`config.mk`:
```
export PLATFORM = sky130hd
export DESIGN_NAME = pbbb_ctrl
export DESIGN_NICKNAME = d
export VERILOG_FILES = /design/src/design/pbbb_pkg.sv /design/src/design/pbbb_ctrl.sv
export SDC_FILE = /design/constraint.sdc
export NUM_CORES = 1
export LEC_CHECK = 0
export ABC_AREA = 1
export ABC_CLOCK_PERIOD_IN_PS = 2600
export CORE_AREA = 2 2 39 41
export DETAILED_ROUTE_END_ITERATION = 12
export DIE_AREA = 0 0 41 43
export DONT_BUFFER_PORTS = 1
export GPL_TIMING_DRIVEN = 0
export PLACE_DENSITY = 0.54
export SLEW_MARGIN = 20
export SYNTH_ARGS = -nofsm -noshare
export SYNTH_HDL_FRONTEND = slang
export SYNTH_SLANG_ARGS = --single-unit
```
`constraint.sdc`:
```
create_clock -name clk_i -period 2.6 [get_ports clk_i]
set_clock_uncertainty 0.15 [all_clocks]
set_input_delay 0.26 -clock clk_i [delete_from_list [all_inputs] [get_ports clk_i]]
set_output_delay 0.26 -clock clk_i [all_outputs]
set_load 0.01 [all_outputs]
```
`src/design/pbbb_pkg.sv`:
```
// ----------------------------------------------------------------------------
// pbbb_pkg
// Shared types, constants and helpers of the per-bone bounding box core.
// ----------------------------------------------------------------------------
package pbbb_pkg;

  // Parameter defaults
  localparam int unsigned BonesDef        = 256;
  localparam int unsigned PaletteSlotsDef = 8;
  localparam int unsigned InfluencesDef   = 4;

  // Field widths
  localparam int unsigned CoordW   = 20;
  localparam int unsigned VtxW     = 16;
  localparam int unsigned InflW    = 16;
  localparam int unsigned NumInfl  = 4;
  localparam int unsigned InflSelW = 2;
  localparam int unsigned CountW   = 3;
  localparam int unsigned SlotByteW = 6;

  // Input tdata layout
  localparam int unsigned InIndexLo = 0;
  localparam int unsigned InAuxLo   = 8;
  localparam int unsigned InCoordLo = 16;
  localparam int unsigned InInflLo  = 76;
  localparam int unsigned InTdataW  = 144;

  // Output tdata layout
  localparam int unsigned BoxW      = 6 * CoordW;
  localparam int unsigned OutBadBit = BoxW;
  localparam int unsigned OutTdataW = 128;

  localparam logic [7:0] UnusedBone = 8'hff;

  typedef enum logic [1:0] {
    OP_LOAD   = 2'd0,
    OP_VERTEX = 2'd1,
    OP_READ   = 2'd2,
    OP_CLEAR  = 2'd3
  } op_e;

  typedef enum logic [1:0] {
    ST_IDLE,
    ST_VERTEX,
    ST_DRAIN,
    ST_DONE
  } state_e;

  // One box entry as stored in the bounds memory
  typedef struct packed {
    logic signed [CoordW-1:0] hi_z;
    logic signed [CoordW-1:0] hi_y;
    logic signed [CoordW-1:0] hi_x;
    logic signed [CoordW-1:0] lo_z;
    logic signed [CoordW-1:0] lo_y;
    logic signed [CoordW-1:0] lo_x;
  } box_t;

  // Controller to datapath
  typedef struct packed {
    logic                capture;
    logic                issue;
    logic [InflSelW-1:0] inf_sel;
    logic                load_out;
  } cmd_t;

  // Datapath to controller
  typedef struct packed {
    logic [CountW-1:0] inf_count;
  } status_t;

  // Bring a vertex coordinate to Q16.4: low 16 bits as signed, scaled in large mode
  function automatic logic signed [CoordW-1:0] vtx_scale(
    input logic [CoordW-1:0] raw,
    input logic              large_en
  );
    logic [VtxW-1:0] v16;
    v16 = raw[VtxW-1:0];
    if (large_en) begin
      vtx_scale = {v16, 4'b0000};
    end else begin
      vtx_scale = {{(CoordW-VtxW){v16[VtxW-1]}}, v16};
    end
  endfunction

endpackage

```
`src/design/pbbb_ctrl.sv`:
```
// ----------------------------------------------------------------------------
// pbbb_ctrl
// Sequencer: accepts an item, steps the vertex influences one per cycle,
// drains the update stage and hands the result to the output register.
// ----------------------------------------------------------------------------
module pbbb_ctrl (
  input  logic                 clk_i,
  input  logic                 rst_ni,
  input  logic                 s_tvalid_i,
  output logic                 s_tready_o,
  input  pbbb_pkg::op_e        s_op_i,
  output logic                 m_tvalid_o,
  input  logic                 m_tready_i,
  input  pbbb_pkg::status_t    status_i,
  output pbbb_pkg::cmd_t       cmd_o
);

  pbbb_pkg::state_e                    state_q, state_d;
  logic [pbbb_pkg::InflSelW-1:0]       k_q, k_d;
  logic                                out_valid_q, out_valid_d;
  logic [pbbb_pkg::CountW-1:0]         k_next;

  assign k_next = {1'b0, k_q} + pbbb_pkg::CountW'(1);

  // State and counters
  always_ff @(posedge clk_i or negedge rst_ni) begin
    if (!rst_ni) begin
      state_q     <= pbbb_pkg::ST_IDLE;
      k_q         <= '0;
      out_valid_q <= 1'b0;
    end else begin
      state_q     <= state_d;
      k_q         <= k_d;
      out_valid_q <= out_valid_d;
    end
  end

  // Next state and commands
  always_comb begin
    state_d    = state_q;
    k_d        = k_q;
    cmd_o      = '0;
    s_tready_o = 1'b0;
    case (state_q)
      pbbb_pkg::ST_IDLE: begin
        s_tready_o = 1'b1;
        if (s_tvalid_i) begin
          cmd_o.capture = 1'b1;
          k_d           = '0;
          if (s_op_i == pbbb_pkg::OP_VERTEX) begin
            state_d = pbbb_pkg::ST_VERTEX;
          end else begin
            state_d = pbbb_pkg::ST_DONE;
          end
        end
      end
      pbbb_pkg::ST_VERTEX: begin
        if (status_i.inf_count == '0) begin
          state_d = pbbb_pkg::ST_DRAIN;
        end else begin
          cmd_o.issue   = 1'b1;
          cmd_o.inf_sel = k_q;
          if (k_next == status_i.inf_count) begin
            state_d = pbbb_pkg::ST_DRAIN;
          end else begin
            k_d = k_next[pbbb_pkg::InflSelW-1:0];
          end
        end
      end
      pbbb_pkg::ST_DRAIN: begin
        state_d = pbbb_pkg::ST_DONE;
      end
      pbbb_pkg::ST_DONE: begin
        if (!out_valid_q || m_tready_i) begin
          cmd_o.load_out = 1'b1;
          state_d        = pbbb_pkg::ST_IDLE;
        end
      end
      default: begin
        state_d = pbbb_pkg::ST_IDLE;
      end
    endcase
  end

  // Output register occupancy
  always_comb begin
    if (cmd_o.load_out) begin
      out_valid_d = 1'b1;
    end else if (m_tready_i) begin
      out_valid_d = 1'b0;
    end else begin
      out_valid_d = out_valid_q;
    end
  end

  assign m_tvalid_o = out_valid_q;

endmodule

```
==> results by stage, run 1 <==
Power:
- The total power after layout is 0.000560 W.
- The internal portion of the total power is 0.000295 W.
- The clock power share is 16.3%.
- Sequential cells burn 27.5% of the power.
- The net switching power figure is 0.000265 W.
- VDD sags by at most 0.461 mV.
- Net switching is 47.3% of the power.
- The analysis attributes to cell leakage a power of 0.291 nW.
- Power spread over the standard cell area amounts to 1070 nW/um^2.
- The power share of the combinational group is 56.3%.

Die:
- The standard cell core area is 1380 um^2.
- In this run the vertical extent of the chip is 43 um.
- The floorplan step defined a die boundary enclosing 1760 um^2.
- Once the floorplan was initialized, standard cells occupied 33.9% of the core.
- The number of core rows is 14.
- The floorplan step set the die width to 41 um.
- 16 I/O pins were placed.

Run:
- Max-cap violations in this run came to 0.

Yosys:
- The number of nets in the synthesized netlist is 82.
- Counting every instance in the synthesized netlist gives 67.
- The mean post-synth cell area is 7.00 um^2.
- After synthesis the cells add up to 469 um^2.
- The proportion of synthesized chip area in sequential cells is 26.7%.
- The number of warning messages in the yosys log is 0.
- The synthesis-stage register bit count is 5.
- The number of library cell types mapped by synthesis is 19.

Global routing:
- The total overflow left after global routing is 0.
- The number of antenna violations at the first check in global routing is 0.
- Entering global routing, the biggest net connects 7 pins.
- The number of global-route vias before repair is 344.
- The global routing usage summed across all routing layers is 10.4%.
- The first-pass GRT wire length is 1220 um.

STA:
- The number of pins exceeding their max-slew limit in the final report is 0.
- The worst-case hold slack is 0.0455 ns.
- The setup-violating endpoint count in the final report is 0.
- The maximum operating frequency is 0.587 GHz.
- The setup slack after layout is 0.897 ns.
- In the final timing run, aggregate negative setup slack is 0 ns.
- Dividing the final minimum period by the clock period gives 65.5%.
- The shortest clock period the worst path allows after layout is 1.70 ns.
- At the pin with the least slew margin, the transition time is 0.229 ns.
- Setup repair after global routing left no endpoint under its margin.
- The count of endpoints failing hold in the final timing report is 0.
- The headroom to the max-slew limit is 84.7%.

Detailed routing:
- The routed wirelength normalized by instance count is 8.94 um.
- Dividing the detail-routed via count by the number of cells gives 4.42.
- The first TritonRoute pass finished after 2 iterations.
- The number of remaining DRC errors is 0.
- Summed over all layers, the routed wires come to 787 um.
- After the first detailed-routing iteration, the DRC count stood at 5.
- The post-route antenna net violation count is 0.
- For this block, the via count after detailed routing is 389.

Finish:
- Relative to the synthesized area, the layout overhead comes to 12.0%.
- Cells with a size suffix above 1 make up 23.6% of the layout.
- The most common library cell in the layout ignoring fill and taps is sky130_fd_sc_hd__nand2_1.
- The layout has 157 filler cells.
- In the layout the commonest cells are sky130_fd_sc_hd__nand2_1 (19), sky130_fd_sc_hd__inv_1 (9), sky130_fd_sc_hd__ha_1 (6), sky130_fd_sc_hd__nor2_1 (5), sky130_fd_sc_hd__dfrtp_1 (5).
- The net count of the finished layout is 88.
- The count of inserted antenna diode cells is 0.

Worst setup path:
- The type of the setup path with the least slack is flop to primary output.
- The type of destination of the critical path is a primary output.
- The worst setup path is launched from a flop.
- STA puts the critical path data arrival time at 1.29 ns.
- Of all nets on the critical path, the largest fanout is 5.
- The depth of the worst register-to-register path is 7.
- The required time of the critical path is 2.19 ns.

Clock network:
- The number of clock sinks seen by CTS is 5.
- After clock tree synthesis, the clock-pin slew on the worst setup and hold paths is 0.05 ns.
- Counting the buffers created by CTS gives 3.
- The library cell used as clock root buffer is sky130_fd_sc_hd__clkbuf_4.
- The number of buffers on the longest clock path is 2.
- TritonCTS built the clock tree.
- In this run the number of H-tree levels came out at 1.
- The later-pin clock latency in the skew report is 0.25 ns.

Run status:
- The flow ran to the end, and the final reports show no timing, DRC or antenna violations.

Hold path:
- The number of instances on the worst hold path is 3.
- The type of the worst min-delay path is input pin to flop.

Placed design:
- In this run the tool buffered the top-level ports with 0 buffer cells.
- The half-perimeter wire length after placement is 680 um.
- The global placer's final weighted congestion is 0.672.
- The worst setup timing slack at the placement stage is 1.01 ns.
power groups by stage:
| stage | Combinational (W) | Sequential [W] | Clock, W |
|---|---|---|---|
| after floorplan | 0.000274 | 0.000146 | 0 |
| after global placement | 0.000317 | 0.000155 | 0 |
| after detailed placement | 0.000318 | 0.000155 | 0 |
| after CTS | 0.000323 | 0.000154 | 0.0000946 |
| after global routing | 0.000366 | 0.000158 | 0.000101 |
| final | 0.000315 | 0.000154 | 0.0000910 |
worst paths after layout:
| path | startpoint | to | slack, ns |
|---|---|---|---|
| max | state_q[1] | cmd_o[1] | 0.90 |
| min | m_tready_i | m_tvalid_o | 0.05 |
| max reg2reg | k_q[0] | state_q[0] | 1.03 |
| min reg2reg | k_q[1] | k_q[1] | 0.37 |
| max in group asynchronous | rst_ni | k_q[0] | 1.95 |
| min in group asynchronous | rst_ni | state_q[1] | 0.15 |
state kept, by name, indices dropped and copies added (netlist names):
name        count
state_q         2
m_tvalid_o      1
k_q             2
metrics by stage:
step | area [um^2] | utilization, % | std cells
floorplan | 469 | - | 67
global placement | 489 | 35.4 | 83
detailed placement | 489 | 35.4 | 83
CTS | 526 | 38.0 | 88
global route | 526 | 38.0 | 88
finish | 526 | 38.0 | 88
what timing repair did:
item,4_1_cts,5_1_grt
hold buffers,1,0
gates resized for setup,0,0
setup buffers,0,0
hold endpoints to repair,5,0
cells by family (layout without fill, tap and decap cells):
kind of cell | after synthesis | after routing | share of synthesized area, %
flip-flops | 5 | 5 | 26.7
adder cells (fa/ha/maj) | 6 | 6 | 16.0
XOR/XNOR | 1 | 1 | 1.87
AO/OA/AOI/OAI | 7 | 7 | 9.33
buffers and inverters | 14 | 19 | 12.0
AND/OR/NAND/NOR | 34 | 34 | 34.1
worst max-delay path, cell delays in order (launching register included):
cell	delay [ns]
sky130_fd_sc_hd__dfrtp_1	0.41
sky130_fd_sc_hd__inv_1	0.12
sky130_fd_sc_hd__ha_1	0.23
sky130_fd_sc_hd__inv_2	0.08
sky130_fd_sc_hd__nor2_1	0.20
routing by layer:
metal | share of wire [%] | track usage (%) | routed length, um
met2 | 49 | 15.9 | 384
met5 | 0 | 0 | 0
met4 | 1.8 | 8.00 | 14
met1 | 44 | 11.1 | 349
met3 | 4.8 | 3.14 | 38
synth_stat cells, drive strengths merged:
cell type,number,share of area [%]
ha,6,16
dfrtp,5,27
nand3,3,4.3
nor2,6,5.3
a21oi,3,4.8
nand2,24,23
buf,1,1.6
xnor2,1,1.9
nand3b,1,1.6
o21ai,3,3.2
o22ai,1,1.3
inv,13,10
final cells by class:
| class | count | area (um^2) | area share [%] |
|---|---|---|---|
| well taps | 16 | 20.0 | 3.81 |
| flip-flops and latches | 5 | 125 | 23.8 |
| inverters | 13 | 48.8 | 9.29 |
| clock buffers | 4 | 26.3 | 5.00 |
| repair buffers | 1 | 10.0 | 1.90 |
| multi-input cells | 48 | 288 | 54.8 |
| plain buffers | 1 | 7.51 | 1.43 |
Note: power is estimated with default switching activity, not from simulation.
==> inputs of run 2 (changes only) <==
--- a/config.mk
+++ b/config.mk
@@ -6,13 +6,13 @@
 export NUM_CORES = 1
 export LEC_CHECK = 0
 export ABC_AREA = 1
-export ABC_CLOCK_PERIOD_IN_PS = 2600
+export ABC_CLOCK_PERIOD_IN_PS = 1400
 export CORE_AREA = 2 2 39 41
 export DETAILED_ROUTE_END_ITERATION = 12
 export DIE_AREA = 0 0 41 43
 export DONT_BUFFER_PORTS = 1
 export GPL_TIMING_DRIVEN = 0
-export PLACE_DENSITY = 0.54
+export PLACE_DENSITY = 0.56
 export SLEW_MARGIN = 20
 export SYNTH_ARGS = -nofsm -noshare
 export SYNTH_HDL_FRONTEND = slang
==> constraint.sdc (replaced) <==
create_clock -name clk_i -period 1.4 [get_ports clk_i]
set_clock_uncertainty 0.15 [all_clocks]
set_input_delay 0.14 -clock clk_i [delete_from_list [all_inputs] [get_ports clk_i]]
set_output_delay 0.14 -clock clk_i [all_outputs]
set_load 0.01 [all_outputs]
==> run 2 against run 1 <==
The run now ends with setup timing left. Highest routed layer is now met3. Sequential share of layout area decreased by 5.1 points. Via count grew 12%. Worst hold slack worse by 0.0069 ns. Non-clock buffer count increased by 8. Critical path type unchanged. Combinational power grew to 2.9 times the previous value. Die area unchanged.
==> results by stage, run 2 (same netlist as run 1, synthesis figures left out) <==
Run status:
- The flow ran to the end, but the final reports show violations.
- The final reports fail on setup timing.

Worst setup path:
- The biggest fanout along the worst timing path is 5.
- The type of destination of the critical path is a primary output.
- The kind of start point of the critical path is a flop.
- Data arrives at the worst endpoint at 1.17 ns.
- For flop-to-flop paths, the worst setup slack is -0.04 ns.
- The required time of the critical path is 1.11 ns.
- The type of the setup path with the least slack is flop to primary output.

Placed design:
- The number of buffers inserted by port buffering is 0.
- The worst setup timing slack at the placement stage is -0.139 ns.
- Once placement finished, the instance area stood at 514 um^2.
- The half-perimeter wire length after placement is 721 um.
- The global placer's final weighted congestion is 0.645.

Die:
- From bottom edge to top edge, the die measures 43 um.
- The standard cell core area is 1380 um^2.
- The initial standard-cell utilization of the core is 33.9%.
- The chip width is 41 um.
- The number of primary I/O pins is 16.
- In this run the core area contains 14 standard-cell rows.
- The die covers 1760 um^2.

Global routing:
- The global routing usage summed across all routing layers is 13.5%.
- The number of global-route vias before repair is 404.
- The number of antenna violations at the first check in global routing is 0.
- Entering global routing, the biggest net connects 6 pins.
- The total overflow left after global routing is 0.
- The first-pass GRT wire length is 1610 um.

Power:
- The clock power share is 12.2%.
- Of the total power, combinational logic draws 65.7%.
- The power density relative to cell area is 2030 nW/um^2.
- For this design the total switching power over the nets is 0.000636 W.
- The standby leakage power is 0.329 nW.
- The net switching fraction of the power is 45.9%.
- The peak supply drop is 0.806 mV.
- The internal power of the cells totals 0.000750 W.
- The share of total power dissipated in sequential elements is 22.2%.

STA:
- The sum of negative setup slack is -0.233 ns.
- Setup repair after global routing could not meet its margin everywhere.
- The final worst-path cycle share is 104%.
- The maximum operating frequency is 0.686 GHz.
- The count of endpoints failing hold in the final timing report is 0.
- The headroom to the max-slew limit is 83.8%.
- Setup violations remaining at the end of the flow were counted as 8.
- The number of pins exceeding their max-slew limit in the final report was 0.
- For the pin with the worst max-slew slack, the measured transition is 0.243 ns.
- The shortest clock period the worst path allows after layout is 1.46 ns.
- The setup slack after layout is -0.0568 ns.

Detailed routing:
- The number of vias per cell after detailed routing is 4.55.
- The number of DRC markers after the initial detailed-route iteration is 4.
- Dividing the detail-routed wire length by the instance count gives 9.77 um.
- The number of iterations in the first detailed-routing pass is 4.
- Summed over all layers, the routed wires come to 938 um.
- The number of remaining DRC errors is 0.
- The detailed router placed 437 vias in this run.
- The post-route antenna net violation count is 0.

Clock network:
- In this run, CTS created clock tree buffers numbering 3.
- The number of buffers on the longest clock path is 2.
- The tree is rooted in a sky130_fd_sc_hd__clkbuf_4.
- For this design, the sink count on the clock tree is 5.
- In this run the number of H-tree levels came out at 1.
- Clock-pin slew was measured on the worst setup and hold paths at 0.04 ns.
- The later-pin clock latency in the skew report is 0.24 ns.
- The clock tree from TritonCTS is yes.

Finish:
- The layout has 137 filler cells.
- The share of layout cells above drive strength 1 is 48.8%.
- The count of inserted antenna diode cells is 0.
- The number of nets in the final layout is 96.
- The library cells used most frequently in the layout, excluding fill and tap cells, are sky130_fd_sc_hd__nand2_1 (17), sky130_fd_sc_hd__inv_2 (7), sky130_fd_sc_hd__buf_4 (7), sky130_fd_sc_hd__inv_1 (5), sky130_fd_sc_hd__nand2_2 (5).
- The most common library cell in the layout ignoring fill and taps is sky130_fd_sc_hd__nand2_1.
- The post-route cell area is 682 um^2.
- The signed area change from the synthesized netlist to the final layout is 45.3%.

Hold path:
- The type of the worst min-delay path is input pin to async pin.

Run:
- The tool flagged a number of max-cap violations equal to 0.
==> run 2: cell types whose count changed in the layout (fill, tap and decap cells not counted), moves of 2 or more <==
cell,delta
sky130_fd_sc_hd__nand2_1,-2
sky130_fd_sc_hd__dfrtp_1,-2
sky130_fd_sc_hd__ha_1,-4
sky130_fd_sc_hd__nor2_4,+2
sky130_fd_sc_hd__ha_4,+3
sky130_fd_sc_hd__dfrtp_2,+2
sky130_fd_sc_hd__buf_4,+6
sky130_fd_sc_hd__dlygate4sd3_1,+2
sky130_fd_sc_hd__inv_2,+3
sky130_fd_sc_hd__inv_1,-4
sky130_fd_sc_hd__nor2_1,-2
==> run 2: routing by layer <==
metal / wire length, um / global-route usage, % / vias to the layer above
li1: - / - / 229
met1: 392 / 14.8 / 200
met2: 502 / 21.9 / 8
met3: 44 / 3.66 / 0
met4: 0 / 8.00 / 0
met5: 0 / 0 / -
==> run 2: per-stage QoR <==
| step | util [%] | cells | total power, W | hold slack, ns |
|---|---|---|---|---|
| after floorplan | - | 67 | 0.000833 | -0.306 |
| after global placement | 37.2 | 83 | 0.000931 | -0.306 |
| after detailed placement | 37.2 | 83 | 0.000944 | -0.306 |
| after CTS | 49.1 | 96 | 0.00139 | 0.0459 |
| after global routing | 49.3 | 96 | 0.00153 | 0.0472 |
| final | 49.3 | 96 | 0.00139 | 0.0387 |
==> run 2: worst paths after layout <==
kind,startpoint,end,depth (start not counted)
min,rst_ni,k_q[1],1
max,state_q[1],cmd_o[3],4
max in group asynchronous,rst_ni,state_q[0],1
min reg2reg,state_q[1],state_q[1],2
min in group clk_i,s_op_i[1],state_q[1],3
max reg2reg,k_q[0],state_q[1],7
==> run 2: layout make-up <==
cell class,count,area (um^2),area share [%]
Multi-Input combinational cell,48,372,54.5
Sequential cell,5,128,18.7
Timing Repair Buffer,9,75.1,11.0
Inverter,13,53.8,7.89
Clock buffer,4,26.3,3.85
Tap cell,16,20.0,2.94
Buffer,1,7.51,1.10
==> run 2: power by group through the flow <==
stage / clock network (W) / registers (W) / logic, W
after global placement: 0 / 0.000299 / 0.000633
after global routing: 0.000191 / 0.000317 / 0.00102
after floorplan: 0 / 0.000280 / 0.000553
final: 0.000169 / 0.000307 / 0.000910
after detailed placement: 0 / 0.000297 / 0.000647
after CTS: 0.000173 / 0.000303 / 0.000920
==> run 2: timing repair <==
item / CTS / global route
endpoints found under the hold margin: 7 / 0
hold buffers: 3 / 0
setup buffers: 6 / 0
gates resized for setup: 19 / 1
pin swaps: 7 / 4
endpoints found under the setup margin: 9 / 9
gates cloned: 0 / 0
==> run 2: worst max-delay path, stage by stage (launching register included) <==
cell	delay (ns)
sky130_fd_sc_hd__dfrtp_1	0.42
sky130_fd_sc_hd__inv_2	0.13
sky130_fd_sc_hd__ha_4	0.17
sky130_fd_sc_hd__inv_6	0.05
sky130_fd_sc_hd__a21oi_4	0.16
==> inputs of run 3 (changes only) <==
--- a/config.mk
+++ b/config.mk
@@ -6,7 +6,7 @@
 export NUM_CORES = 1
 export LEC_CHECK = 0
 export ABC_AREA = 1
-export ABC_CLOCK_PERIOD_IN_PS = 1400
+export ABC_CLOCK_PERIOD_IN_PS = 1280
 export CORE_AREA = 2 2 39 41
 export DETAILED_ROUTE_END_ITERATION = 12
 export DIE_AREA = 0 0 41 43
==> constraint.sdc (replaced) <==
create_clock -name clk_i -period 1.28 [get_ports clk_i]
set_clock_uncertainty 0.15 [all_clocks]
set_input_delay 0.128 -clock clk_i [delete_from_list [all_inputs] [get_ports clk_i]]
set_output_delay 0.128 -clock clk_i [all_outputs]
set_load 0.01 [all_outputs]
==> run 3 against run 2 <==
Die area is the same. Critical path type is now flop to flop. Register-to-register slack lost 0.14 ns. Non-clock buffer count is the same. Routed wire length shrank 6.5%. First-iteration DRC count shrank 100%. Global-route usage shrank 0.88 points. Combinational power grew 7.3%. Highest routed layer is now met4. The run still ends with setup timing left. Count of clock-buffer cells in the layout is the same. Power grew 7.3%. Cell area shrank 0.73%. Core utilization shrank 0.36 points.
==> results by stage, run 3 (same netlist as run 1, synthesis figures left out) <==
Run status:
- The run finished, with violations left.
- The checks that failed: setup timing.

Power:
- The power density relative to cell area is 2200 nW/um^2.
- The standby leakage power is 0.331 nW.
- IR analysis of the VDD net gives a maximum drop of 0.992 mV.

Die:
- The number of core rows is 14.
- The chip width is 41 um.
- The die covers 1760 um^2.
- The standard cell core area is 1380 um^2.
- 16 I/O pins were placed.
- The height of the chip is 43 um.
- The initial utilization of the core area, before any placement, comes to 33.9%.

STA:
- Setup repair after global routing could not meet its margin everywhere.
- The count of endpoints failing hold in the final timing report is 0.
- The setup-violating endpoint count in the final report is 9.
- The worst-margin pin slew is 0.234 ns.
- Static timing analysis puts the maximum clock frequency at 0.687 GHz.
- Adding up every negative setup slack in the final design gives -1.17 ns.
- The shortest clock period the worst path allows after layout is 1.46 ns.
- The setup slack after layout is -0.176 ns.
- The number of pins exceeding their max-slew limit in the final report is 0.
- Headroom to the max-slew limit came out at 84.4%.
- After layout, the worst path uses 114% of the clock period.

Clock network:
- The number of buffers on the longest clock path is 2.
- The number of clock sinks seen by CTS is 5.
- The clock slew seen by the registers of the worst setup and hold paths is 0.05 ns.
- TritonCTS built the clock tree.
- CTS placed an instance of sky130_fd_sc_hd__clkbuf_4 at the clock tree root.
- CTS built an H-tree with a depth of 1.
- The later pin in the worst-skew pair is clocked with a latency of 0.24 ns.
- Buffers inserted during clock tree synthesis total 3.

Placed design:
- Timing analysis after detailed placement gives a worst setup slack of -0.281 ns.
- Routability-driven placement finished with a final weighted congestion of 0.615.
- The wire-length estimate of the detail-placed layout is 697 um.
- The number of buffers inserted by port buffering is 0.

Worst setup path:
- Data on the critical path is required at its endpoint by 1.25 ns.
- The arrival time at the worst endpoint is 1.43 ns.
- The highest cell delay on the worst timing path is 0.42 ns.
- The kind of start point of the critical path is a flop.
- The slowest cell on the critical path is sky130_fd_sc_hd__dfrtp_2.
- The critical path goes through ha_4, xnor2_2, nand3_2, nand2_2, nand2_2, nand2_1, o21ai_1.
- Broken down by cell family, the worst path's largest delay share belongs to flip-flops.
- The worst setup path is captured at a flop.
- The reg-to-reg setup timing slack is -0.18 ns.
- The most used cell along the critical path is sky130_fd_sc_hd__nand2_2.
- Of all nets on the critical path, the largest fanout is 4.
- The number of buffers and inverters on the critical path is 0.
- The type of the setup path with the least slack is flop to flop.

Finish:
- The fill cell total of the finished layout is 138.
- The most common library cell in the layout ignoring fill and taps is sky130_fd_sc_hd__nand2_1.
- In the layout the commonest cells are sky130_fd_sc_hd__nand2_1 (17), sky130_fd_sc_hd__inv_2 (7), sky130_fd_sc_hd__buf_4 (7), sky130_fd_sc_hd__nand2_2 (6), sky130_fd_sc_hd__inv_1 (5).
- For this run, the share of the core covered by cells in the final layout is 48.9%.
- The signed area change from the synthesized netlist to the final layout is 44.3%.
- The number of nets in the final layout is 96.
- 0 antenna diodes ended up in the layout.
- The share of layout cells above drive strength 1 is 47.5%.

Global routing:
- The maximum number of pins on one net before global-route repair is 6.
- Global routing used 12.7% of the available tracks across all layers.
- The total overflow left after global routing is 0.
- The number of antenna violations at the first check in global routing is 0.
- The first global-routing pass estimated 1450 um of wire.
- The number of global-route vias before repair was 383.

Hold path:
- The type of the worst min-delay path is input pin to async pin.

Run:
- The number of violations of the max-capacitance limit is 0.

Detailed routing:
- The number of vias per cell after detailed routing is 4.38.
- In this run, the number of DRC markers left after iteration 0 of detailed routing was 0.
- The total length of routed wires is 877 um.
- In the routed design, unresolved DRC markers number 0.
- In this run the remaining antenna-violating nets after routing total 0.
- Summing over every cut layer, the via total after detailed routing is 420.
- In the final routed layout, each cell accounts on average for 9.14 um.
- For this run, the detailed router's first-pass iteration total came to 1.
==> run 3: cell counts in the layout (fill, tap and decap cells not counted) <==
Identical to the previous run, type by type.
==> run 3: area by class of cell <==
| cell class | instances | area [um^2] | share of cell area (%) |
|---|---|---|---|
| Tap cell | 16 | 20.0 | 2.96 |
| Clock buffer | 4 | 26.3 | 3.88 |
| Multi-Input combinational cell | 48 | 367 | 54.2 |
| Timing Repair Buffer | 9 | 75.1 | 11.1 |
| Buffer | 1 | 7.51 | 1.11 |
| Inverter | 13 | 53.8 | 7.95 |
| Sequential cell | 5 | 128 | 18.9 |
==> run 3: power breakdown <==
group,leakage [nW],internal [W],total (W),switching (W)
logic,0.255,0.000457,0.000976,0.000518
clock network,0.0150,0.000118,0.000184,0.0000656
registers,0.0606,0.000237,0.000329,0.0000917
==> run 3: worst paths after layout <==
check	cells after the start	to	startpoint
max	7	state_q[0]	k_q[0]
min	1	state_q[1]	rst_ni
max reg2reg	7	state_q[0]	k_q[0]
min reg2reg	2	state_q[0]	state_q[0]
max in group asynchronous	1	state_q[0]	rst_ni
min in group clk_i	3	state_q[1]	s_op_i[1]
==> run 3: per-stage QoR <==
stage	cells	instance area, um^2	total power, W	hold WS [ns]
4_1_cts	95	663	0.00148	0.0269
2_1_floorplan	67	494	0.000912	-0.318
3_3_place_gp	83	514	0.00102	-0.318
5_1_grt	96	677	0.00166	0.0280
6_report	96	677	0.00149	0.0224
3_5_place_dp	83	514	0.00103	-0.317
==> run 3: routing by layer <==
metal / share of wire (%) / vias up / track usage (%)
met5: 0 / - / 0
met4: 1.7 / 0 / 10.0
met3: 6.2 / 2 / 4.19
met2: 50 / 11 / 20.3
met1: 42 / 177 / 12.2
li1: - / 230 / -
==> run 3: what timing repair did <==
action,4_1_cts,5_1_grt
endpoints found under the hold margin,7,0
cloned,0,0
pin swaps,4,7
setup endpoints to repair,10,9
buffers inserted,5,1
hold buffers,3,0
resized for setup,16,2
